[src/hw/rtl/bmpc_pkg.sv]
package bmpc_pkg;

  // field widths
  localparam int FUNC_W  = 2;
  localparam int PIDX_W  = 8;
  localparam int WORD_W  = 32;
  localparam int RADDR_W = 13;
  localparam int BYTE_W  = 8;
  localparam int X_W     = 11;
  localparam int FMT_W   = 2;
  localparam int SW_W    = 12;
  localparam int PCOL_W  = 9;

  // scaling datapath
  localparam int PROD_W         = X_W + SW_W;
  localparam int DIV_W          = 24;
  localparam int DIV_RADIX_BITS = 2;
  localparam int DIV_STEPS      = DIV_W / DIV_RADIX_BITS;
  localparam int ADDR_W         = DIV_W + 2;
  localparam int ROW_BANKS      = 4;

  // output buffer
  localparam int OFIFO_DEPTH = 32;
  localparam int OFIFO_AW    = $clog2(OFIFO_DEPTH);
  localparam int OFIFO_CW    = $clog2(OFIFO_DEPTH + 1);

  // config port
  localparam int PADDR_W = 4;
  localparam int PDATA_W = 32;
  localparam logic [1:0] REG_FORMAT     = 2'd0;
  localparam logic [1:0] REG_SRC_WIDTH  = 2'd1;
  localparam logic [1:0] REG_DST_WIDTH  = 2'd2;
  localparam logic [1:0] REG_PAL_COLORS = 2'd3;

  localparam logic [WORD_W-1:0] OPAQUE      = 32'hFF00_0000;
  localparam logic [BYTE_W-1:0] NIBBLE_MASK = 8'h0F;
  localparam logic [BYTE_W-1:0] ALPHA_ZERO  = 8'h00;

  typedef enum logic [FUNC_W-1:0] {
    FUNC_PAL_WR  = 2'd0,
    FUNC_ROW_WR  = 2'd1,
    FUNC_PIX_REQ = 2'd2
  } func_e;

  typedef enum logic [FMT_W-1:0] {
    FMT_4BPP  = 2'd0,
    FMT_8BPP  = 2'd1,
    FMT_24BPP = 2'd2,
    FMT_32BPP = 2'd3
  } fmt_e;

  typedef struct packed {
    func_e               func;
    logic [PIDX_W-1:0]   pidx;
    logic [WORD_W-1:0]   pword;
    logic [RADDR_W-1:0]  raddr;
    logic [BYTE_W-1:0]   rbyte;
    logic [X_W-1:0]      x;
  } item_t;

  typedef struct packed {
    logic [WORD_W-1:0] argb;
    logic [X_W-1:0]    x;
  } res_t;

  function automatic logic [WORD_W-1:0] fix_alpha(input logic [WORD_W-1:0] argb);
    logic [WORD_W-1:0] res;
    res = argb;
    if (argb[31:24] == ALPHA_ZERO) begin
      res = argb | OPAQUE;
    end
    return res;
  endfunction

endpackage

[src/hw/rtl/bmpc_ofifo.sv]
module bmpc_ofifo (
  input  logic            clk_i,
  input  logic            rst_ni,
  input  logic            push_i,
  input  bmpc_pkg::res_t  push_data_i,
  input  logic            pop_i,
  output logic            vld_o,
  output bmpc_pkg::res_t  data_o
);
  import bmpc_pkg::*;

  res_t                 mem_q [OFIFO_DEPTH];
  logic [OFIFO_AW-1:0]  wptr_q, wptr_d;
  logic [OFIFO_AW-1:0]  rptr_q, rptr_d;
  logic [OFIFO_CW-1:0]  cnt_q, cnt_d;
  logic                 do_pop;

  // upstream credit keeps pushes from overrunning the buffer
  assign do_pop = pop_i && vld_o;

  always_comb begin
    wptr_d = push_i ? wptr_q + 1'b1 : wptr_q;
    rptr_d = do_pop ? rptr_q + 1'b1 : rptr_q;
    cnt_d  = cnt_q;
    if (push_i && !do_pop) begin
      cnt_d = cnt_q + 1'b1;
    end else if (!push_i && do_pop) begin
      cnt_d = cnt_q - 1'b1;
    end
  end

  always_ff @(posedge clk_i or negedge rst_ni) begin
    if (!rst_ni) begin
      wptr_q <= '0;
      rptr_q <= '0;
      cnt_q  <= '0;
    end else begin
      wptr_q <= wptr_d;
      rptr_q <= rptr_d;
      cnt_q  <= cnt_d;
    end
  end

  always_ff @(posedge clk_i) begin
    if (push_i) begin
      mem_q[wptr_q] <= push_data_i;
    end
  end

  assign vld_o  = cnt_q != '0;
  assign data_o = mem_q[rptr_q];

endmodule

[config.mk]
export PLATFORM = sky130hd
export DESIGN_NAME = bmpc_ofifo
export DESIGN_NICKNAME = d
export VERILOG_FILES = /design/src/hw/rtl/bmpc_pkg.sv /design/src/hw/rtl/bmpc_ofifo.sv
export SDC_FILE = /design/constraint.sdc
export NUM_CORES = 2
export LEC_CHECK = 0
export ABC_AREA = 0
export BUFFER_PORTS_ARGS = -buffer_cell sky130_fd_sc_hd__buf_2
export CAP_MARGIN = 30
export CORE_ASPECT_RATIO = 1.2
export CORE_MARGIN = 2
export CORE_UTILIZATION = 55
export CTS_BUF_LIST = sky130_fd_sc_hd__clkbuf_8
export DETAILED_ROUTE_END_ITERATION = 10
export PLACE_DENSITY = 0.74
export SYNTH_ARGS = -nofsm -noshare
export SYNTH_HDL_FRONTEND = slang
export SYNTH_SLANG_ARGS = --single-unit
[constraint.sdc]
create_clock -name clk_i -period 6.1 [get_ports clk_i]
set_input_delay 1.22 -clock clk_i [delete_from_list [all_inputs] [get_ports clk_i]]
set_output_delay 1.22 -clock clk_i [all_outputs]
set_load 0.005 [all_outputs]
---- Word level (Yosys, flattened, before mapping) ----
Memory sizes are Yosys's and may differ from the RTL's.
Index checks and enable logic that the tools add are counted.
word-level totals
  flip-flop bits (word level) ............. 16
  bits in writable memories ............... 1376
  memories kept ........................... 1
memory list
  memory  depth  width  read ports  clocked after memory_dff  write ports  line              source
  mem_q   32     43     1           0                         1            bmpc_ofifo.sv:12  res_t mem_q [OFIFO_DEPTH];
operators by class
  add/sub/neg operators ................... 4
  muxes and demuxes ....................... 4
  reduce and logical (&&, ||, !) cells .... 7
operator list
  operator               count
  $mux W6                2
  $add A5 B1 Y5 const B  2
  $add A6 B1 Y6 const B  1
  $reduce_bool A6 Y1     1
  $sub A6 B1 Y6 const B  1
  $logic_and A1 B1 Y1    3
  $logic_not A1 Y1       2
  $mux W1                2
  $reduce_bool A2 Y1     1

---- Depth between registers and ports, before layout ----
  word-level depth ........................ 5
  depth in mapped cells ................... 10
  depth with buffers taken out ............ 10

---- Least setup slack after synthesis ----
No wires, ideal clock.
  path type ............................... input -> register
  start point ............................. input port push_i
  end point ............................... memory mem_q[31][0] (netlist bit) (enable)
  setup time .............................. 0.444 ns
  arrival time ............................ 3.588 ns
  data required time ...................... 5.656 ns
  setup slack ............................. 2.068 ns
  cell stages on the path ................. 4
  buffers on the path ..................... 2
  path through ............................ clkbuf_1 -> nand2_1 -> clkbuf_1 -> nor2_1
on the way
  cells in the longest elaborated chain, start to end .. 2
RTL lines
  what                           line              source
  start: declaration             bmpc_ofifo.sv:4   input logic push_i,
  $mux W1                        bmpc_ofifo.sv:45  if (push_i) begin
  $mux W1 (implied by the code)  bmpc_ofifo.sv:46  mem_q[wptr_q] <= push_data_i;
  end: declaration               bmpc_ofifo.sv:12
No other way between the ends.

==> results.txt <==
most frequent cell after synthesis - edfxtp_1
Final Hold Violating Endpoints - 0
DP HPWL - 65900 um
wire per inst - 30.0 um
post-synth top area share - 78.0%
Clock transition at path regs - 0.07 ns
Ys Warns - 0
pwr/cell area - 428 nW/um2
CP Class - reg -> out
vias in the first global route - 27100
Cell Area, Synth - 53000 um2
Final #Nets - 2674
clock latency at the later pin of the worst-skew pair - 0.88 ns
Setup TNS Final - 0 ns
Startpoint Class - flop
post-route cell area - 58900 um2
Layout area overhead - 11.2%
worst reg2reg path endpoint - cnt_q[5]
Slew headroom - 34.4%
remaining antenna violation count - 0
Syn Nets - 2434
GP Congestion - 0.763
commonest cells in the synthesized netlist - edfxtp_1 (1376), mux4_2 (260), mux2i_1 (170), a211oi_1 (84), clkbuf_1 (61)
Synth cell types - 40
#FFs+latches synth - 1392
max frequency - 193 MHz
# rows - 124
I/O Pins - 91
Final setup viols - 0
Worst-Margin Slew - 0.984 ns
share of cells above drive strength 1 - 25.7%
worst vdd ir - 0.268 mV
period utilization - 84.9%
synth top area cells - edfxtp_1 (78%), mux4_2 (11%), mux2i_1 (3.2%), a211oi_1 (1.2%), dfrtp_1 (0.76%)
Total GRT Usage - 25.0%
crit path time final - 5.18 ns
worst reg2reg startpoint - cnt_q[0]
Via Count - 25800
drt drc - 0
RSZ-0062 raised after global routing - false
syn avg cell area - 22.3 um2
Final Non-Filler Cells - 4032
Core ar. - 95400 um2
CTS tree - built
fill count - 6363
Arrival @ worst endpoint - 3.96 ns
H-tree depth - 4
Die Width - 287 um
Max FO, Critical Path - 41
largest net degree at the start of global routing - 96
Lkg Pwr - 0.0190 uW
drt initial violations - 2976
Syn Inst Count - 2376
Setup crit end kind - output pin
drt pass-1 iters - 5
Die ar. - 98800 um2
Via density - 6.41
cells on worst reg2reg path - 10
Synth Flop Type - edfxtp_1
Synth area leader - edfxtp_1
Final Max Tran Viols - 0
ys async rst share - 1.15%
reg2reg setup slack - 2.76 ns
Hold Crit Class - in -> async
Worst EP required - 4.88 ns
placed inst area - 55400 um2
PostCTS Resize Cnt - 0
total wire length - 121000 um
Max-Cap Viols - 0
Starting Density - 55.5%
hold buffer count at cts - 0
postcts setup bufs - 0
sequential element share of the synthesized area - 78.8%
first-pass GRT wire length - 177000 um
antenna violations before repair - 8
clock sink total - 1392
Port Buffers - 90
root buf cell - clkbuf_8
cts bufs inserted - 194
Post-synth EDFFs - 1376
placed cell count - 3680
die height - 344 um
clock skew - 0.0529 ns
Longest Clk Path Bufs - 3
outcome - finished clean
remaining global-route overflow - 0
==> stage by stage <==
step / power [uW] / hold WS (ns) / worst slack, ns / util (%)
global route: 26200 / 0.282 / 0.771 / 61.7
floorplan: 16500 / 0.447 / 2.07 / -
finish: 25200 / 0.285 / 0.923 / 61.7
detailed placement: 18900 / 0.471 / 1.81 / 58.1
global placement: 18700 / 0.469 / 1.87 / 57.9
CTS: 25400 / 0.227 / 0.861 / 61.7
==> logic make-up after synthesis <==
group,Yosys count,share of synthesized area (%)
multiplexers,431,14.3
buffers and inverters,143,1.56
AND/OR/NAND/NOR,74,0.638
flip-flops,1392,78.8
XOR/XNOR,12,0.198
adder cells (fa/ha/maj),11,0.274
AO/OA/AOI/OAI,313,4.29
==> cells in the final DEF (no fill, tap or decap), types with 3 or more instances in the layout <==
cell | synthesis | final
a211oi_1 | 84 | 84
a21oi_1 | 46 | 46
a22o_1 | 42 | 42
a22oi_1 | 43 | 43
buf_12 | 0 | 16
buf_2 | 29 | 90
buf_4 | 27 | 75
bufinv_16 | 0 | 3
clkbuf_8 | 0 | 195
clkinv_1 | 0 | 55
clkinv_2 | 0 | 11
dfrtp_1 | 16 | 13
dfrtp_4 | 0 | 3
diode_2 | 0 | 4
edfxtp_1 | 1376 | 1376
ha_1 | 10 | 10
inv_1 | 4 | 74
inv_12 | 0 | 4
inv_6 | 0 | 3
inv_8 | 0 | 3
mux2i_1 | 170 | 170
mux4_2 | 260 | 260
nand2_1 | 17 | 17
nand3b_1 | 3 | 3
nor2_1 | 37 | 4
nor2_4 | 0 | 33
nor4_1 | 3 | 3
o21ai_0 | 8 | 8
o221ai_1 | 43 | 43
o22ai_1 | 42 | 42
xnor2_1 | 8 | 8
xor2_1 | 4 | 4
==> worst max-delay path, cell delays in order, from the launching register on <==
cell      delay (ns)
dfrtp_4         0.86
nand3_4         0.50
buf_4           0.46
o22ai_1         0.28
a211oi_1        0.08
a21oi_1         0.58
buf_2           0.24
==> state kept, by name, summed over array words and instances (netlist names) <==
name and flops:
rptr_q 5, mem_q 1376, cnt_q 6, wptr_q 5
==> routing by layer <==
metal / vias up / part of all wire [%] / global-route usage, %
li1: 10700 / - / -
met4: 4 / 3.4 / 9.68
met1: 13600 / 37 / 32.3
met5: - / 0.020 / 0
met2: 1353 / 51 / 42.5
met3: 244 / 8.6 / 4.93
==> area by class of cell <==
class | count | area, um2 | area share, %
antenna | 4 | 10.0 | 0.0170
clock buffer | 195 | 2680 | 4.56
clock inverter | 153 | 791 | 1.34
inverter | 4 | 15.0 | 0.0255
multi-input combinational | 841 | 10700 | 18.2
sequential | 1392 | 41700 | 70.8
tap | 1260 | 1580 | 2.68
timing repair buffer | 183 | 1390 | 2.36
==> power breakdown <==
part	leakage [uW]	total, uW	switching [uW]	internal, uW
combinational	0.00436	7180	4070	3110
clock	0.00202	6500	3370	3130
sequential	0.0126	11500	384	11100
total	0.0190	25200	7830	17400
==> worst max-delay path by stage <==
stage / startpoint / to / slack (ns) / depth (start not counted)
final: rptr_q[1] / data_o[2] / 0.92 / 6
after global routing: rptr_q[1] / data_o[4] / 0.77 / 6
after CTS: rptr_q[1] / data_o[2] / 0.86 / 6
after detailed placement: rptr_q[1] / data_o[2] / 1.81 / 6
after global placement: rptr_q[1] / data_o[2] / 1.87 / 6
after floorplan: push_i / mem_q[31][0] / 2.07 / 4
Power figures use the tool's default switching activity.
