## src/hw/rtl/bmpc_pkg.sv

```systemverilog
package bmpc_pkg;

  // field widths
  localparam int FUNC_W  = 2;
  localparam int PIDX_W  = 8;
  localparam int WORD_W  = 32;
  localparam int RADDR_W = 13;
  localparam int BYTE_W  = 8;
  localparam int X_W     = 11;
  localparam int FMT_W   = 2;
  localparam int SW_W    = 12;
  localparam int PCOL_W  = 9;

  // scaling datapath
  localparam int PROD_W         = X_W + SW_W;
  localparam int DIV_W          = 24;
  localparam int DIV_RADIX_BITS = 2;
  localparam int DIV_STEPS      = DIV_W / DIV_RADIX_BITS;
  localparam int ADDR_W         = DIV_W + 2;
  localparam int ROW_BANKS      = 4;

  // output buffer
  localparam int OFIFO_DEPTH = 32;
  localparam int OFIFO_AW    = $clog2(OFIFO_DEPTH);
  localparam int OFIFO_CW    = $clog2(OFIFO_DEPTH + 1);

  // config port
  localparam int PADDR_W = 4;
  localparam int PDATA_W = 32;
  localparam logic [1:0] REG_FORMAT     = 2'd0;
  localparam logic [1:0] REG_SRC_WIDTH  = 2'd1;
  localparam logic [1:0] REG_DST_WIDTH  = 2'd2;
  localparam logic [1:0] REG_PAL_COLORS = 2'd3;

  localparam logic [WORD_W-1:0] OPAQUE      = 32'hFF00_0000;
  localparam logic [BYTE_W-1:0] NIBBLE_MASK = 8'h0F;
  localparam logic [BYTE_W-1:0] ALPHA_ZERO  = 8'h00;

  typedef enum logic [FUNC_W-1:0] {
    FUNC_PAL_WR  = 2'd0,
    FUNC_ROW_WR  = 2'd1,
    FUNC_PIX_REQ = 2'd2
  } func_e;

  typedef enum logic [FMT_W-1:0] {
    FMT_4BPP  = 2'd0,
    FMT_8BPP  = 2'd1,
    FMT_24BPP = 2'd2,
    FMT_32BPP = 2'd3
  } fmt_e;

  typedef struct packed {
    func_e               func;
    logic [PIDX_W-1:0]   pidx;
    logic [WORD_W-1:0]   pword;
    logic [RADDR_W-1:0]  raddr;
    logic [BYTE_W-1:0]   rbyte;
    logic [X_W-1:0]      x;
  } item_t;

  typedef struct packed {
    logic [WORD_W-1:0] argb;
    logic [X_W-1:0]    x;
  } res_t;

  function automatic logic [WORD_W-1:0] fix_alpha(input logic [WORD_W-1:0] argb);
    logic [WORD_W-1:0] res;
    res = argb;
    if (argb[31:24] == ALPHA_ZERO) begin
      res = argb | OPAQUE;
    end
    return res;
  endfunction

endpackage

```

## src/hw/rtl/bmpc_div.sv

```systemverilog
module bmpc_div (
  input  logic                          clk_i,
  input  logic                          rst_ni,
  input  logic                          vld_i,
  input  bmpc_pkg::item_t               item_i,
  input  logic [bmpc_pkg::PROD_W-1:0]   prod_i,
  input  logic [bmpc_pkg::SW_W-1:0]     divisor_i,
  output logic                          vld_o,
  output bmpc_pkg::item_t               item_o,
  output logic [bmpc_pkg::DIV_W-1:0]    quot_o
);
  import bmpc_pkg::*;

  logic              vld_q  [DIV_STEPS];
  item_t             item_q [DIV_STEPS];
  logic [SW_W-1:0]   rem_q  [DIV_STEPS];
  logic [DIV_W-1:0]  nq_q   [DIV_STEPS];

  for (genvar s = 0; s < DIV_STEPS; s++) begin : g_stage
    logic              vld_in;
    item_t             item_in;
    logic [SW_W-1:0]   rem_in;
    logic [DIV_W-1:0]  nq_in;
    logic [SW_W-1:0]   rem_d;
    logic [DIV_W-1:0]  nq_d;
    logic [SW_W:0]     trial;
    logic [SW_W:0]     diff;
    logic              ge;

    if (s == 0) begin : g_first
      assign vld_in  = vld_i;
      assign item_in = item_i;
      assign rem_in  = '0;
      assign nq_in   = DIV_W'(prod_i);
    end else begin : g_next
      assign vld_in  = vld_q[s-1];
      assign item_in = item_q[s-1];
      assign rem_in  = rem_q[s-1];
      assign nq_in   = nq_q[s-1];
    end

    // dividend bits shift out the top, quotient bits shift in at the bottom
    always_comb begin
      rem_d = rem_in;
      nq_d  = nq_in;
      trial = '0;
      diff  = '0;
      ge    = 1'b0;
      for (int b = 0; b < DIV_RADIX_BITS; b++) begin
        trial = {rem_d, nq_d[DIV_W-1]};
        diff  = trial - {1'b0, divisor_i};
        ge    = trial >= {1'b0, divisor_i};
        rem_d = ge ? diff[SW_W-1:0] : trial[SW_W-1:0];
        nq_d  = {nq_d[DIV_W-2:0], ge};
      end
    end

    always_ff @(posedge clk_i or negedge rst_ni) begin
      if (!rst_ni) begin
        vld_q[s] <= 1'b0;
      end else begin
        vld_q[s] <= vld_in;
      end
    end

    always_ff @(posedge clk_i) begin
      item_q[s] <= item_in;
      rem_q[s]  <= rem_d;
      nq_q[s]   <= nq_d;
    end
  end

  assign vld_o  = vld_q[DIV_STEPS-1];
  assign item_o = item_q[DIV_STEPS-1];
  assign quot_o = nq_q[DIV_STEPS-1];

endmodule

```

## config.mk

```make
export PLATFORM = sky130hd
export DESIGN_NAME = bmpc_div
export DESIGN_NICKNAME = d
export VERILOG_FILES = /design/src/hw/rtl/bmpc_pkg.sv /design/src/hw/rtl/bmpc_div.sv
export SDC_FILE = /design/constraint.sdc
export NUM_CORES = 1
export LEC_CHECK = 0
export BUFFER_PORTS_ARGS = -buffer_cell sky130_fd_sc_hd__buf_4
export CAP_MARGIN = 0
export CORE_MARGIN = 1.5
export CORE_UTILIZATION = 25
export CTS_BUF_LIST = sky130_fd_sc_hd__clkbuf_8
export CTS_CLUSTER_DIAMETER = 120
export CTS_CLUSTER_SIZE = 24
export DETAILED_ROUTE_END_ITERATION = 6
export GPL_TIMING_DRIVEN = 1
export PLACE_DENSITY_LB_ADDON = 0.2
export SLEW_MARGIN = 20
export SYNTH_ARGS = -nofsm -noshare
export SYNTH_HDL_FRONTEND = slang
export SYNTH_SLANG_ARGS = --single-unit
```

## constraint.sdc

```tcl
create_clock -name clk_i -period 10.3 [get_ports clk_i]
set_input_delay 0.515 -clock clk_i [delete_from_list [all_inputs] [get_ports clk_i]]
set_output_delay 0.515 -clock clk_i [all_outputs]
set_load 0.02 [all_outputs]
```

== After elaboration in Yosys (flattened, before gate mapping) ==
Memory sizes are Yosys's and may differ from the RTL's.
Cells that the tools add are included.

* $add $sub $neg: 24
* $lt $le $gt $ge: 24
* Muxes and demuxes: 24

{| class="wikitable"
|+ Operator list
! cell !! count
|-
| $ge 13x12->1 || 23
|-
| $mux 12 || 24
|-
| $sub 12x12->12 || 23
|-
| $ge 1x12->1 const A || 1
|-
| $sub 1x12->12 const A || 1
|}

* Flip-flop bits (word level): 12
* Memory bits (writable): 1,320
* Input bits: 112
* Output and inout port bits: 99
* Logic and storage cells: 87
* Memories kept: 3

{| class="wikitable"
|+ Memory list
! memory !! depth !! bits a word !! read ports !! clocked after Yosys merged registers in !! wr ports !! line !! text
|-
| item_q || 12 || 74 || 12 || 0 || 12 || bmpc_div.sv:15 || <nowiki>item_t item_q [DIV_STEPS];</nowiki>
|-
| nq_q || 12 || 24 || 12 || 0 || 12 || bmpc_div.sv:17 || <nowiki>logic [DIV_W-1:0] nq_q [DIV_STEPS];</nowiki>
|-
| rem_q || 12 || 12 || 11 || 0 || 12 || bmpc_div.sv:16 || <nowiki>logic [SW_W-1:0] rem_q [DIV_STEPS];</nowiki>
|}

== Longest topological paths before layout ==
An unclocked memory read counts as a cell.

* Word-level depth: 5
* Gate-level depth with buffers: 22

== Least setup slack after synthesis ==
OpenSTA, ideal clock, no wires.

* Path type: input port to flip-flop
* From: in divisor_i[1] (netlist bit)
* To: mem rem_q[6][10]
* Arrival: 6.753 ns
* Setup slack: 3.426 ns
* Cell stages on the path: 21
* Cell sequence: inv_1 > ha_1 > nor2b_1 > o31a_1 > o211a_1 > o21a_1 > or4_1 > nand2_1 > clkbuf_1 > mux2_2 > ha_1 > o21a_1 > o31a_1 > o41ai_1 > o21ai_0 > o21a_1 > o21a_1 > o31ai_1 > o211a_1 > buf_1 > mux2_2

{| class="wikitable"
|+ RTL lines
! element !! line !! text
|-
| from (decl) || bmpc_div.sv:7 || <nowiki>input logic [bmpc_pkg::SW_W-1:0] divisor_i,</nowiki>
|-
| to (decl) || bmpc_div.sv:16 ||
|}

==> results.py <==
metrics = {
    "place": {
        "dp_slack_ns": 3.24,
        "dp.cells": 5541,
        "io_buffers": 210,
        "place_congestion": 0.797,
        "hpwl_um": 51700,
    },
    "detailed_routing": {
        "drt-wirelength-per-cell_um": 13.3,
        "ant_nets": 0,
        "via_per_inst": 3.91,
        "drt_iter0_drc": 934,
        "drt_wl_total_um": 76600,
        "drt_pass1_iterations": 5,
        "vias": 22432,
        "drc": 0,
    },
    "status": {
        "status": "completed",
    },
    "min_path": {
        "min_to": "nq_q[1][93]",
        "min_from": "nq_q[1][67]",
        "hold_path_class": "flip-flop to flip-flop",
        "min_path_cells": 0,
    },
    "synthesis": {
        "yosys_warnings": 0,
        "async_flop_share": 0.00909,
        "synth_top_area_frac": 0.644,
        "synthCells": 3170,
        "yosys_most_used_dff": "dfxtp_1",
        "synth_area_mm2": 0.0407,
        "ys_seq_elements": 1320,
        "synth_edf_count": 0,
        "synth_seq_area_share": 0.652,
        "ys_top_cells_by_area": "dfxtp_1 (64%), ha_1 (8.5%), mux2_2 (4.7%)",
        "synth.distinct_cells": 70,
        "synth_area_per_cell_um2": 12.8,
        "synth_top_cell_by_area": "dfxtp_1",
    },
    "grt": {
        "grt_use_met3": 0.0178,
        "antenna_found_initial": 2,
        "grtUsageMet2": 0.152,
        "grt-ovfl-total": 0,
        "grt_use_total": 0.0929,
        "use_met1": 0.119,
        "grt_first_pass_wirelength_um": 121000,
        "grt_start_max_net_pins": 27,
        "top_usage_layer": "met2",
        "grt_pass1_vias": 22186,
    },
    "clock_tree": {
        "cts-resized-gates": 0,
        "postCtsSetupBuffers": 0,
        "clk_pin_slew_ns": 0.14,
        "worstSkewPairLatency_ns": 0.82,
        "cts.sinks": 1320,
        "clockBufferDepth": 3,
        "cts_tree": "built",
        "numCtsBuffers": 69,
        "htree_num_levels": 3,
        "clock-root-buffer": "clkbuf_8",
    },
    "worst_setup_path": {
        "arrival_ns": 6.86,
        "crit_required_ns": 11.00,
        "path_depth": 21,
        "cp-end-kind": "flip-flop",
        "crit_type": "input pin to flip-flop",
        "ff2ff_path_depth": 19,
        "crit_family": "compound AO/OA/AOI/OAI gates",
        "worstReg2RegEnd": "nq_q[2][72]",
        "timing.rr.start": "rem_q[10][0]",
        "critPathLaunchType": "input pin",
        "crit_path_max_incr_delay_ns": 0.66,
        "cp.buffers_inverters": 4,
        "cp_slowest_cell": "inv_1",
        "rrSetupSlack_ns": 4.49,
        "cp_cell_sequence": "buf_4 > inv_1 > buf_4 > ha_1 > o21a_1 > o31a_1 > o31a_1 > nor2_1 > o2111ai_1 > a21oi_1 > buf_4 > mux2_2 > ha_1 > o21a_1 > o31a_1 > o32ai_1 > o21ai_0 > o31a_1 > nor3_1 > o211a_1 > mux2_2",
        "cp_max_fo": 26,
        "cp_common_cell": "o31a_1",
    },
    "floorplanning": {
        "die_h_um": 406,
        "die_w_um": 406,
        "start_util": 0.253,
        "coreArea_mm2": 0.161,
        "rows": 147,
        "io_pins": 211,
        "die_area_mm2": 0.165,
    },
    "timing": {
        "fin_setup_tns_ns": 0,
        "fin_crit_sh": 0.598,
        "finalHoldViolCount": 0,
        "slew_viol_final": 0,
        "rsz0062_at_grt": "no",
        "worst_slack_ns": 4.14,
        "fin_crit_ns": 6.16,
        "finalSetupViolations": 0,
        "fin_skew_ns": 0.0452,
        "worst_pin_slew_ns": 1.02,
        "relSlewSlack": 0.314,
        "hold_slack_ns": 0.311,
        "fmax_ghz": 0.162,
    },
    "cells_and_area": {
        "nets": 3966,
        "syn_to_final_growth_pct": 16.3,
        "fin_cells": 5738,
        "drive_gt1_frac": 0.146,
        "layout_common_cells": "dfxtp_1 (1308), ha_1 (277), buf_4 (233)",
        "layout_commonest_cell": "dfxtp_1",
    },
    "pwr": {
        "power_uw": 16500,
        "p_per_area_mw_per_mm2": 348,
        "ir_worst_vdd_uv": 148,
        "p_leak_uw": 0.0198,
    },
    "run": {
        "maxCapViolCount": 0,
    },
}
[power breakdown]
part | switching, µW | total (µW) | internal [µW]
sequential | 315 | 6220 | 5910
clock | 1570 | 2260 | 685
combinational | 4020 | 7970 | 3950
total | 5910 | 16500 | 10500
[registers in the layout, indices dropped and copies added (netlist names)]
signal          cells
item_q            888
nq_q              288
g_stage.vld_in     11
vld_o               1
rem_q             132
[kinds of logic after synthesis]
logic type	synth area share
mux	0.0545
simple gates	0.0587
other cells	0.0000923
compound gates	0.0858
xor+xnor	0.0396
buf+inv	0.0136
flops	0.652
fa+ha+maj	0.0961
[layout make-up]
| cell class | instances | area (µm²) |
|---|---|---|
| fillers | 16408 | 114000 |
| flip-flops and latches | 1320 | 26500 |
| multi-input cells | 1710 | 13600 |
| repair buffers | 336 | 2780 |
| well taps | 2160 | 2700 |
| clock buffers | 71 | 977 |
| inverters | 118 | 443 |
| clock inverters | 22 | 256 |
| diodes | 1 | 2.50 |
[cells in the mapped netlist, types with 22 or more instances]
| cell type | count |
|---|---|
| dfxtp_1 | 1308 |
| ha_1 | 277 |
| mux2_2 | 171 |
| nor2_1 | 167 |
| a21oi_1 | 152 |
| xnor2_1 | 126 |
| inv_1 | 118 |
| o21ai_0 | 105 |
| nand2_1 | 85 |
| nor3_1 | 58 |
| xor2_1 | 58 |
| a21o_1 | 54 |
| o21a_1 | 54 |
| nand4_1 | 46 |
| nor2b_1 | 41 |
| nand2b_1 | 26 |
| nand3_1 | 23 |
| fa_1 | 22 |
| o21bai_1 | 22 |
[worst register-to-register path: cells and delay by family (launching register included)]
family / cells / cell delay (ns)
fa+ha+maj: 2 / 0.57
simple gates: 3 / 1.13
compound gates: 14 / 3.54
flops: 1 / 0.44
[worst max path at each step]
stage | start | end
global route | divisor_i[2] | rem_q[6][11]
floorplan | divisor_i[1] | rem_q[6][10]
global placement | divisor_i[2] | rem_q[6][2]
CTS | divisor_i[2] | rem_q[7][7]
finish | divisor_i[2] | rem_q[7][7]
detailed placement | divisor_i[2] | rem_q[7][3]
[repair_timing]
action,CTS,global route
hold buffers,103,0
endpoints found under the hold margin,111,0
setup endpoints to repair,0,0
[metrics by stage]
stage / util / cell area (µm²)
after floorplan: - / 40700
after global placement: 0.280 / 45000
after detailed placement: 0.280 / 45000
after CTS: 0.294 / 47300
after global routing: 0.294 / 47300
final: 0.294 / 47300
[routing by layer]
| layer | wire, µm | share of wire | vias up |
|---|---|---|---|
| li1 | - | - | 11665 |
| met1 | 36500 | 0.48 | 10323 |
| met2 | 34600 | 0.45 | 317 |
| met3 | 2970 | 0.039 | 127 |
| met4 | 2600 | 0.034 | 0 |
| met5 | 0 | 0 | - |
(Power assumes the default switching activity.)
